<file path="src/design/mset_pkg.sv">
// ----------------------------------------------------------------------------
// mset_pkg
// shared types, sizes and codes of the multi slot event timer
// ----------------------------------------------------------------------------
package mset_pkg;

    localparam int SLOT_COUNT = 16;
    localparam int IDX_W      = $clog2(SLOT_COUNT);
    localparam int CNT_W      = $clog2(SLOT_COUNT + 1);
    localparam int TIME_W     = 31;
    localparam int EV_W       = 8;
    localparam int SLOT_OUT_W = 4;

    localparam logic [TIME_W-1:0] INT_MAX = 31'h7FFF_FFFF;

    localparam logic [1:0] FUNC_TICK  = 2'd0;
    localparam logic [1:0] FUNC_ARM   = 2'd1;
    localparam logic [1:0] FUNC_DELAY = 2'd2;

    typedef struct packed {
        logic [1:0]        func;
        logic [TIME_W-1:0] first_timeout;
        logic [TIME_W-1:0] reload_timeout;
        logic [EV_W-1:0]   event_id;
        logic [TIME_W-1:0] delay_ticks;
    } t_in_item;

    typedef struct packed {
        logic                  fired;
        logic [EV_W-1:0]       fired_event;
        logic [SLOT_OUT_W-1:0] fired_slot;
        logic                  accepted;
        logic                  delay_done;
        logic [TIME_W-1:0]     tick_count;
        logic                  last;
    } t_out_item;

    // one entry of the slot table
    typedef struct packed {
        logic [TIME_W-1:0] rem;
        logic [TIME_W-1:0] rel;
        logic [EV_W-1:0]   ev;
    } t_slot_entry;

    typedef struct packed {
        logic load;
        logic tick_start;
        logic delay_load;
        logic arm_step;
        logic scan;
        logic final_push;
    } t_cmd;

    typedef struct packed {
        logic arm_done;
        logic scan_done;
        logic out_free;
    } t_status;

endpackage

</file>
<file path="src/design/mset_ctrl.sv">
// ----------------------------------------------------------------------------
// mset_ctrl
// sequencer: takes an item, walks the slot table for arm or tick, then
// hands the closing result to the datapath
// ----------------------------------------------------------------------------
module mset_ctrl (
    input  logic              i_clk,
    input  logic              i_rst_n,
    input  logic              i_in_valid,
    input  logic [1:0]        i_func,
    output logic              o_in_ready,
    input  mset_pkg::t_status i_status,
    output mset_pkg::t_cmd    o_cmd
);

    typedef enum logic [3:0] {
        S_IDLE  = 4'b0001,
        S_ARM   = 4'b0010,
        S_SCAN  = 4'b0100,
        S_FINAL = 4'b1000
    } t_state;

    t_state r_state;
    t_state n_state;
    logic   accept;

    assign o_in_ready = (r_state == S_IDLE);
    assign accept     = i_in_valid && o_in_ready;

    always_comb begin
        n_state = r_state;
        o_cmd   = '0;
        unique case (r_state)
            S_IDLE: begin
                if (accept) begin
                    o_cmd.load = 1'b1;
                    priority if (i_func == mset_pkg::FUNC_TICK) begin
                        o_cmd.tick_start = 1'b1;
                        n_state          = S_SCAN;
                    end else if (i_func == mset_pkg::FUNC_ARM) begin
                        n_state = S_ARM;
                    end else if (i_func == mset_pkg::FUNC_DELAY) begin
                        o_cmd.delay_load = 1'b1;
                        n_state          = S_FINAL;
                    end else begin
                        // unused code: just report current status
                        n_state = S_FINAL;
                    end
                end
            end
            S_ARM: begin
                o_cmd.arm_step = 1'b1;
                if (i_status.arm_done) begin
                    n_state = S_FINAL;
                end
            end
            S_SCAN: begin
                o_cmd.scan = 1'b1;
                if (i_status.scan_done) begin
                    n_state = S_FINAL;
                end
            end
            S_FINAL: begin
                if (i_status.out_free) begin
                    o_cmd.final_push = 1'b1;
                    n_state          = S_IDLE;
                end
            end
            default: begin
                n_state = S_IDLE;
            end
        endcase
    end

    always_ff @(posedge i_clk) begin
        if (!i_rst_n) begin
            r_state <= S_IDLE;
        end else begin
            r_state <= n_state;
        end
    end

endmodule

</file>
<file path="src/design/mset_dp.sv">
// ----------------------------------------------------------------------------
// mset_dp
// slot table memory, busy bits, tick and delay counters, two-stage slot
// scan and the output register
// ----------------------------------------------------------------------------
module mset_dp (
    input  logic                i_clk,
    input  logic                i_rst_n,
    input  mset_pkg::t_cmd      i_cmd,
    input  mset_pkg::t_in_item  i_item,
    output mset_pkg::t_status   o_status,
    input  logic                i_out_ready,
    output logic                o_out_valid,
    output mset_pkg::t_out_item o_out_item
);

    localparam int SC = mset_pkg::SLOT_COUNT;
    localparam int IW = mset_pkg::IDX_W;
    localparam int CW = mset_pkg::CNT_W;
    localparam int TW = mset_pkg::TIME_W;
    localparam int EW = mset_pkg::EV_W;

    mset_pkg::t_slot_entry r_mem [SC];

    mset_pkg::t_in_item    r_item;
    mset_pkg::t_slot_entry r_rd;
    mset_pkg::t_out_item   r_out;
    mset_pkg::t_out_item   n_out;
    mset_pkg::t_slot_entry wr_data;

    logic [TW-1:0] r_tick;
    logic [TW-1:0] r_delay;
    logic [SC-1:0] r_busy;
    logic [CW-1:0] r_idx;
    logic          r_b_valid;
    logic [IW-1:0] r_b_idx;
    logic          r_b_busy;
    logic          r_acc;
    logic          r_pend_valid;
    logic [IW-1:0] r_pend_slot;
    logic [EW-1:0] r_pend_ev;
    logic          r_out_valid;

    logic [IW-1:0] idx;
    logic [TW-1:0] tick_inc;
    logic [TW-1:0] tick_next;
    logic          out_free;
    logic          b_hit;
    logic          scan_adv;
    logic          a_more;
    logic          arm_free;
    logic          arm_last;
    logic          wr_en;
    logic [IW-1:0] wr_addr;
    logic          push_mid;
    logic          push_any;

    assign idx       = r_idx[IW-1:0];
    assign tick_inc  = r_tick + TW'(1);
    assign tick_next = (tick_inc == mset_pkg::INT_MAX) ? '0 : tick_inc;
    assign out_free  = !r_out_valid || i_out_ready;
    // slot in the eval stage is active and counts down to zero
    assign b_hit     = r_b_valid && r_b_busy && (r_rd.rem == TW'(1));
    // hold the scan while a second hit has nowhere to go
    assign scan_adv  = i_cmd.scan && !(b_hit && r_pend_valid && !out_free);
    assign a_more    = (r_idx != CW'(SC));
    assign arm_free  = !r_busy[idx];
    assign arm_last  = (r_idx == CW'(SC - 1));
    assign push_mid  = scan_adv && b_hit && r_pend_valid;
    assign push_any  = push_mid || i_cmd.final_push;

    assign o_status.arm_done  = arm_free || arm_last;
    assign o_status.scan_done = !a_more && !r_b_valid;
    assign o_status.out_free  = out_free;

    assign o_out_valid = r_out_valid;
    assign o_out_item  = r_out;

    // single write port, shared by arm and scan write-back
    always_comb begin
        wr_en   = 1'b0;
        wr_addr = r_b_idx;
        wr_data = r_rd;
        if (i_cmd.arm_step && arm_free) begin
            wr_en       = 1'b1;
            wr_addr     = idx;
            wr_data.rem = r_item.first_timeout;
            wr_data.rel = r_item.reload_timeout;
            wr_data.ev  = r_item.event_id;
        end else if (scan_adv && r_b_valid && r_b_busy) begin
            wr_en       = 1'b1;
            wr_data.rem = b_hit ? r_rd.rel : (r_rd.rem - TW'(1));
        end
    end

    always_comb begin
        n_out            = '0;
        n_out.delay_done = (r_delay == '0);
        n_out.tick_count = r_tick;
        if (push_mid) begin
            n_out.fired       = 1'b1;
            n_out.fired_event = r_pend_ev;
            n_out.fired_slot  = mset_pkg::SLOT_OUT_W'(r_pend_slot);
        end else begin
            n_out.last = 1'b1;
            if (r_pend_valid) begin
                n_out.fired       = 1'b1;
                n_out.fired_event = r_pend_ev;
                n_out.fired_slot  = mset_pkg::SLOT_OUT_W'(r_pend_slot);
            end else begin
                n_out.accepted = r_acc;
            end
        end
    end

    always_ff @(posedge i_clk) begin
        if (wr_en) begin
            r_mem[wr_addr] <= wr_data;
        end
        if (scan_adv && a_more) begin
            r_rd <= r_mem[idx];
        end
    end

    always_ff @(posedge i_clk) begin
        if (i_cmd.load) begin
            r_item <= i_item;
        end
        if (scan_adv && a_more) begin
            r_b_idx  <= idx;
            r_b_busy <= r_busy[idx];
        end
        if (scan_adv && b_hit) begin
            r_pend_slot <= r_b_idx;
            r_pend_ev   <= r_rd.ev;
        end
        if (push_any) begin
            r_out <= n_out;
        end
    end

    always_ff @(posedge i_clk) begin
        if (!i_rst_n) begin
            r_tick       <= '0;
            r_delay      <= '0;
            r_busy       <= '0;
            r_idx        <= '0;
            r_b_valid    <= 1'b0;
            r_acc        <= 1'b0;
            r_pend_valid <= 1'b0;
            r_out_valid  <= 1'b0;
        end else begin
            if (i_cmd.load) begin
                r_idx        <= CW'(1);
                r_b_valid    <= 1'b0;
                r_acc        <= 1'b0;
                r_pend_valid <= 1'b0;
            end
            if (i_cmd.tick_start) begin
                r_tick <= tick_next;
                if (r_delay != '0) begin
                    r_delay <= r_delay - TW'(1);
                end
            end
            if (i_cmd.delay_load) begin
                r_delay <= i_item.delay_ticks;
            end
            if (i_cmd.arm_step) begin
                if (arm_free) begin
                    r_acc <= 1'b1;
                end else if (!arm_last) begin
                    r_idx <= r_idx + CW'(1);
                end
            end
            if (scan_adv) begin
                r_b_valid <= a_more;
                if (a_more) begin
                    r_idx <= r_idx + CW'(1);
                end
                if (b_hit) begin
                    r_pend_valid <= 1'b1;
                end
            end
            if (wr_en) begin
                r_busy[wr_addr] <= (wr_data.rem != '0);
            end
            if (push_any) begin
                r_out_valid <= 1'b1;
            end else if (i_out_ready) begin
                r_out_valid <= 1'b0;
            end
        end
    end

endmodule

</file>
<file path="src/design/multi_slot_event_timer_top.sv">
// ----------------------------------------------------------------------------
// multi_slot_event_timer_top
// table of periodic timer slots with a delay counter and a tick count
// ----------------------------------------------------------------------------
// usage
//   input channel (i_in_valid / o_in_ready / i_in_data) takes one item:
//   tick, arm an event in lowest free slot 1..15, or load the delay counter.
//   output channel (o_out_valid / i_out_ready / o_out_data) returns the
//   results of that item; a tick gives one per expiring slot (one if none) in
//   ascending slot order, every other item gives one; last marks the final.
//   one item is in work at a time; o_in_ready is high only when idle.
//   a delay load or unused code goes straight to its result; an arm walks
//   the slots up to the lowest free one; a tick scans the whole slot table,
//   one table read and one write-back per cycle while the scan is not held.
//   a held result stalls the scan only when a further hit needs the output
//   register; the item is accepted while the last result still waits.
//   reset (synchronous, active low) frees every slot through the busy bits
//   and clears the tick and delay counters.
// ----------------------------------------------------------------------------
module multi_slot_event_timer_top (
    input  logic                i_clk,
    input  logic                i_rst_n,
    input  logic                i_in_valid,
    output logic                o_in_ready,
    input  mset_pkg::t_in_item  i_in_data,
    output logic                o_out_valid,
    input  logic                i_out_ready,
    output mset_pkg::t_out_item o_out_data
);

    mset_pkg::t_cmd    cmd;
    mset_pkg::t_status status;

    mset_ctrl u_ctrl (
        .i_clk      (i_clk),
        .i_rst_n    (i_rst_n),
        .i_in_valid (i_in_valid),
        .i_func     (i_in_data.func),
        .o_in_ready (o_in_ready),
        .i_status   (status),
        .o_cmd      (cmd)
    );

    mset_dp u_dp (
        .i_clk       (i_clk),
        .i_rst_n     (i_rst_n),
        .i_cmd       (cmd),
        .i_item      (i_in_data),
        .o_status    (status),
        .i_out_ready (i_out_ready),
        .o_out_valid (o_out_valid),
        .o_out_item  (o_out_data)
    );

endmodule

</file>
<file path="config.mk">
export PLATFORM = sky130hd
export DESIGN_NAME = multi_slot_event_timer_top
export DESIGN_NICKNAME = d
export VERILOG_FILES = /design/src/design/mset_pkg.sv /design/src/design/mset_ctrl.sv /design/src/design/mset_dp.sv /design/src/design/multi_slot_event_timer_top.sv
export SDC_FILE = /design/constraint.sdc
export NUM_CORES = 2
export LEC_CHECK = 0
export ABC_CLOCK_PERIOD_IN_PS = 6200
export BUFFER_PORTS_ARGS = -buffer_cell sky130_fd_sc_hd__buf_2
export CAP_MARGIN = 10
export CORE_UTILIZATION = 40
export CTS_CLUSTER_SIZE = 14
export DETAILED_ROUTE_END_ITERATION = 8
export GPL_TIMING_DRIVEN = 0
export SYNTH_ARGS = -nofsm -noshare
export SYNTH_HDL_FRONTEND = slang
export SYNTH_SLANG_ARGS = --single-unit
</file>
<file path="constraint.sdc">
create_clock -name i_clk -period 6.2 [get_ports i_clk]
set_clock_uncertainty 0.15 [all_clocks]
set_input_delay 0 -clock i_clk [delete_from_list [all_inputs] [get_ports i_clk]]
set_output_delay 0 -clock i_clk [all_outputs]
set_load 0.1 [all_outputs]
</file>
* Word level (Yosys, flattened, before mapping)
Memories as Yosys holds them, arrays and structs flattened. A register that Yosys moved wholly into a read port is not among the register bits.
Index checks and enable logic that the tools add are counted.
** Word-level totals
- Register bits after elaboration :: 225
- Latch bits :: 0
- Bits in writable memories :: 1120
- Memory bits (read-only) :: 0
- Input bits :: 107
- Word-level logic and storage cells :: 133
- Memories kept :: 1
** Cells by class
- Add/subtract/negate cells :: 4
- Multiply operators :: 0
- Divide/modulo/power cells :: 0
- Magnitude comparators :: 3
- Equal/unequal tests :: 14
- Shift operators :: 0
- Multiplexer cells :: 54
- Bitwise gates (word level) :: 0
- Reductions and logical operators :: 34
** Memories
- u_dp.r_mem :: words 16, width 70, read ports 1, clocked after memory_dff 1, wr ports 1, line mset_dp.sv:23 : mset_pkg::t_slot_entry r_mem [SC];
** Operators with widths (count)
- 31-bit two-way mux :: 7
- 31-bit nonzero test :: 2
- 31-bit by 1-bit subtractor with 31-bit output (second input constant) :: 2
- 39-bit two-way mux :: 1
- 31-bit by 1-bit adder with 31-bit output (second input constant) :: 1
- 31-bit by 1-bit equality test with 1-bit output (second input constant) :: 1
- 31-bit equality test (second input constant) :: 1
- 31-bit logical NOT :: 1
- 5-bit two-way mux :: 6
- 4-bit two-way mux :: 7
- 1-bit two-way mux :: 25
- 16-bit bitwise mux :: 1
- 4-bit one-hot mux with 4 select lines :: 1
- 1-bit logical AND :: 14
- 13-bit two-way mux :: 1
- 12-bit two-way mux :: 1
- 4-bit by 5-bit < comparator with 1-bit output (second input constant) :: 2
- 2-bit nonzero test :: 4
- 1-bit logical NOT :: 6
- 3-bit two-way mux :: 2
- 2-bit inequality test (second input constant) :: 3
- 5-bit by 1-bit adder with 5-bit output (second input constant) :: 1
- 5-bit by 4-bit equality test with 1-bit output (second input constant) :: 1
- 5-bit inequality test (second input constant) :: 1
- other kinds (15) :: 17

* Logic depth before layout (Yosys ltp)
- Depth in word-level cells :: 12
- Mapped depth :: 14
- Depth with buffers taken out :: 11

* By module
From an unflattened synthesis, not the netlist that was laid out.
** Second synthesis, totals
- Cell total of the unflattened synthesis :: 2934
- Area, all modules :: 56012.5 sq um
** Modules (own cells, without submodules)
- mset_dp :: instances 1, cells an instance 2896, area an instance 55663.4 sq um
- mset_ctrl :: instances 1, cells an instance 38, area an instance 349.1 sq um

* Least setup slack after synthesis
OpenSTA, ideal clock, no wires.
- Kind :: register to register
- Start point :: register u_dp.r_idx[3]
- End point :: register u_dp.r_busy[10]
- Setup time :: 88 ps
- Arrival time :: 5930 ps
- Required time :: 5962 ps
- Slack :: 32 ps
- Cell stages (with the launch flop) :: 14
- Clock period less this slack :: 6168 ps
- Cell sequence :: dfxtp_1 > buf_6 > mux2_4 > mux4_2 > o2bb2ai_2 > buf_4 > buf_6 > buf_2 > clkbuf_1 > nand3b_1 > o31a_1 > nor2_1 > o21ai_0 > a21oi_1
** Between the ends
- Word-level cells in the longest chain between the ends :: 10
** Ends and longest elaborated chain
- from (decl) :: line mset_dp.sv:34 : logic [CW-1:0] r_idx;
- from (signal assigned) :: line mset_dp.sv:172 : r_idx <= r_idx + CW'(1);
- from (signal assigned) :: line mset_dp.sv:178 : r_idx <= r_idx + CW'(1);
- 1-bit binary-select mux with 4-bit select :: line mset_dp.sv:67 : assign arm_free = !r_busy[idx];
- 1-bit two-way mux (not written as such) :: line mset_dp.sv:67
- 1-bit logical NOT :: line mset_dp.sv:67
- 1-bit logical AND :: line mset_dp.sv:84 : if (i_cmd.arm_step && arm_free) begin
- 4-bit two-way mux :: line mset_dp.sv:84
- 4-bit by 5-bit < comparator with 1-bit output (not written as such) / 4-bit by 1-bit >= comparator with 1-bit output (equally long branches) :: line mset_dp.sv:185 : r_busy[wr_addr] <= (wr_data.rem != '0);
- 1-bit logical AND (not written as such) :: line mset_dp.sv:185
- 1-bit two-way mux (not written as such) :: line mset_dp.sv:185
- 1-bit demux with 4-bit select
- 16-bit bitwise mux :: line mset_dp.sv:185
- to (signal, indexed assignment) :: line mset_dp.sv:185
- to (decl) :: line mset_dp.sv:33 : logic [SC-1:0] r_busy;
Parallel ways exist; a longest one is shown, timed or not. The select of a mux whose other input is x is not followed.
A chain may end at the register's enable or synchronous reset.

* Worst setup path in the final report
- Start point :: register u_dp.r_idx[1]
- End point :: memory u_dp.r_mem[6][10] (netlist bit), enable pin
** Between the ends
- Word-level cells in the longest chain between the ends :: 7
** Ends and longest elaborated chain
- 1-bit binary-select mux with 4-bit select :: line mset_dp.sv:67
- 1-bit two-way mux (not written as such) :: line mset_dp.sv:67
- 1-bit logical NOT :: line mset_dp.sv:67
- 1-bit logical AND :: line mset_dp.sv:84
- 1-bit two-way mux :: line mset_dp.sv:84
- 1-bit two-way mux :: line mset_dp.sv:117 : if (wr_en) begin
- 1-bit two-way mux (not written as such) :: line mset_dp.sv:118 : r_mem[wr_addr] <= wr_data;
- to (decl) :: line mset_dp.sv:23
Parallel ways exist; a longest one is shown, timed or not. The select of a mux whose other input is x is not followed.

==> out/results.tsv <==
metric	value	unit
Worst Path Arrival	6.31	ns
Ports	156	
drt first-iter violations	3667	
Syn Area/Cell	19.5	um2
GRT Total Usage	22.0	%
post-route minimum period	5.99	ns
Clock transition at path regs	0.06	ns
vias per cell	5.75	
CP max stage delay	0.86	ns
Die Wd	375	um
Max Cap Viol	0	
Starting Density	40.4	%
Synth Net Count	2965	
synth warn	0	
sequential share of the synthesized area	74.7	%
routability cong.	0.912	
Synth Register Bits	1415	
mapped cell area	55600	um2
Crit Path Category	reg -> reg	
Cell Pwr Density	302	nW/um2
f_max	167	MHz
Slew Limit Headroom	16.0	%
fin cells	5405	
largest net degree at the start of global routing	50	
gr ovfl total	0	
Critical Path Fanout Max	20	
DRC Markers	0	
Worst Hold Class	in -> reg	
TritonCTS Sinks	1415	
clk_lat worst skew	0.80	ns
most frequent cells in the layout	1,324 x edfxtp_1, 352 x mux4_2, 248 x dlygate4sd3_1	
placed wire-length estimate	98000	um
layout overhead on the synthesized area	21.5	%
fillers	11100	
worst endpoint required time	6.52	ns
clock tree buffer depth	3	
startpoint types	flip-flop	
postcts setup bufs	0	
library cells used by synthesis	83	
first-pass GRT wire length	221000	um
nets	3606	
fin util	49.1	%
EDFF count, synth	1324	
RSZ-0062 raised after global routing	no	
PortBufs	155	
FP Rows	136	
Peak VDD IR	0.199	mV
routed length per instance	28.6	um
register area	41600	um2
most used cell, CP	buf_12	
CP max-delay cell	clkdlybuf4s15_1	
Slew Viols, Final	0	
htree depth	4	
Post-Place Cells	4874	
cells after synthesis	2850	
Final Setup Violations	0	
worst hold margin	0.195	ns
crit path capture type	flip-flop	
CTS tree	yes	
Worst-Margin Slew	1.25	ns
commonest non-fill, non-tap cell in the layout	edfxtp_1	
CTS Buf Count	148	
Core ar.	138000	um2
Final Routed Wirelength	155000	um
Leak	0.0215	uW
area of the multi-input gates	13500	um2
status	finished clean	
die height	375	um
ratio of cells with drive above 1 in the final layout	24.2	%
root buffer cell	clkbuf_16	
crit path cell chain	clkdlybuf4s15_1 > mux4_2 > o2bb2ai_2 > buf_4 > buf_6 > buf_2 > clkbuf_1 > a32oi_1 > nor2_4 > buf_12 > buf_12	
Hold Violations, Final	0	
Antenna Nets Post-Route	0	
vias in the first global route	30700	
1st-pass router iterations	6	
Post-synth top flop	edfxtp_1	
ys async rst share	0	%
fin crit share	96.6	%
initial antenna violation count	8	
die area	141000	um2
Vias	31100	
==> path summary, 6_finish.rpt <==
| check | slack, ns | startpoint | cells past startpoint | to |
|---|---|---|---|---|
| hold / removal | 0.19 | i_in_data[102] | 6 | u_ctrl.r_state[3]$_SDFFE_PN0P_ |
| hold reg to reg | 0.26 | u_dp.r_tick[11]$_SDFFE_PN0P_ | 0 | u_dp.o_out_item[12]$_DFFE_PP_ |
| setup reg to reg | 0.21 | u_dp.r_idx[1]$_SDFF_PN0_ | 11 | u_dp.r_mem[6][10]$_DFFE_PP_ |
| setup / recovery | 0.21 | u_dp.r_idx[1]$_SDFF_PN0_ | 11 | u_dp.r_mem[6][10]$_DFFE_PP_ |
==> cells by family (layout without fill, tap and decap cells) <==
logic type               after synthesis  count (layout)  share of synthesized area, %
buffers and inverters                182             934                          1.34
adder cells (fa/ha/maj)                8               8                         0.180
XOR/XNOR                              47              47                         0.740
AO/OA/AOI/OAI                        284             284                          3.30
other                                  0               9                             0
flip-flops                          1415            1415                          74.7
AND/OR/NAND/NOR                      538             538                          5.00
multiplexers                         376             376                          14.7
==> cells in the mapped netlist (5+ instances only) <==
cell type | count | area, um2
a211oi_1 | 12 | 90.1
a21oi_1 | 88 | 440
a221o_1 | 12 | 120
a311oi_1 | 8 | 70.1
a31oi_1 | 20 | 125
and2_1 | 21 | 131
and3_1 | 23 | 144
and4_1 | 6 | 52.6
buf_1 | 32 | 120
buf_6 | 7 | 78.8
clkbuf_1 | 117 | 439
dfxtp_1 | 91 | 1820
edfxtp_1 | 1324 | 39800
ha_1 | 8 | 100
inv_1 | 20 | 75.1
mux2_2 | 5 | 56.3
mux2i_1 | 18 | 180
mux4_2 | 352 | 7930
nand2_1 | 186 | 698
nand2b_1 | 7 | 43.8
nand3_1 | 35 | 175
nand3b_1 | 8 | 60.1
nand4_1 | 15 | 93.8
nand4b_1 | 5 | 43.8
nor2_1 | 98 | 368
nor2b_1 | 5 | 31.3
nor3_1 | 48 | 240
nor4_1 | 23 | 144
o21ai_0 | 71 | 355
o31a_1 | 6 | 52.6
o31ai_1 | 9 | 67.6
or3_1 | 12 | 75.1
or4_1 | 12 | 90.1
xnor2_1 | 33 | 289
xor2_1 | 14 | 123
==> state kept, by name (all words and copies together), names as in the netlist, 5 cells and up <==
signal and flops:
u_dp.r_mem 1120, u_dp.r_item 70, u_dp.r_rd 70, u_dp.o_out_item 47
u_dp.r_delay 31, u_dp.r_tick 31, u_dp.r_busy 16, u_dp.r_pend_ev 8
u_dp.r_idx 5
==> critical path: cells and delay by family (launching register included) <==
kind,cells,cell delay (ns)
AO/OA/AOI/OAI,2,0.87
flip-flops,1,0.37
AND/OR/NAND/NOR,1,0.85
multiplexers,1,0.49
buffers and inverters,7,2.89
==> power breakdown <==
group | total [uW] | leakage, uW | internal [uW] | switching (uW)
logic | 1380 | 0.00649 | 646 | 738
registers | 10600 | 0.0127 | 10500 | 91.7
clock network | 8420 | 0.00223 | 4670 | 3740
==> per-stage QoR <==
step	setup WS (ns)	total power [uW]	area [um2]	TNS [ns]
global placement	-6.11	12000	58700	-6626.57
global route	0.140	21000	67600	0
finish	0.208	20400	67600	0
detailed placement	0.0669	12000	60300	0
floorplan	0.0318	11600	55600	0
CTS	0.0289	20500	67400	0
==> layout make-up <==
| type | count | share of cell area, % |
|---|---|---|
| Antenna cell | 9 | 0.0333 |
| Buffer | 161 | 0.998 |
| Clock buffer | 182 | 5.70 |
| Clock inverter | 79 | 1.08 |
| Inverter | 21 | 0.120 |
| Multi-Input combinational cell | 1253 | 19.9 |
| Sequential cell | 1415 | 61.5 |
| Tap cell | 1794 | 3.32 |
| Timing Repair Buffer | 491 | 7.33 |
==> routing by layer <==
layer / GRT usage [%] / wire [um] / up-vias
li1: - / - / 13000
met1: 31.7 / 66500 / 16300
met2: 34.3 / 71300 / 1466
met3: 4.21 / 13000 / 240
met4: 6.04 / 3800 / 4
met5: 0 / 25 / -
==> what timing repair did <==
action                                  in CTS  in global routing
hold buffers                               248                  0
endpoints found under the hold margin      159                  0
endpoints found under the setup margin       0                 89
resized for setup                            0                  4
(Power assumes the default switching activity.)
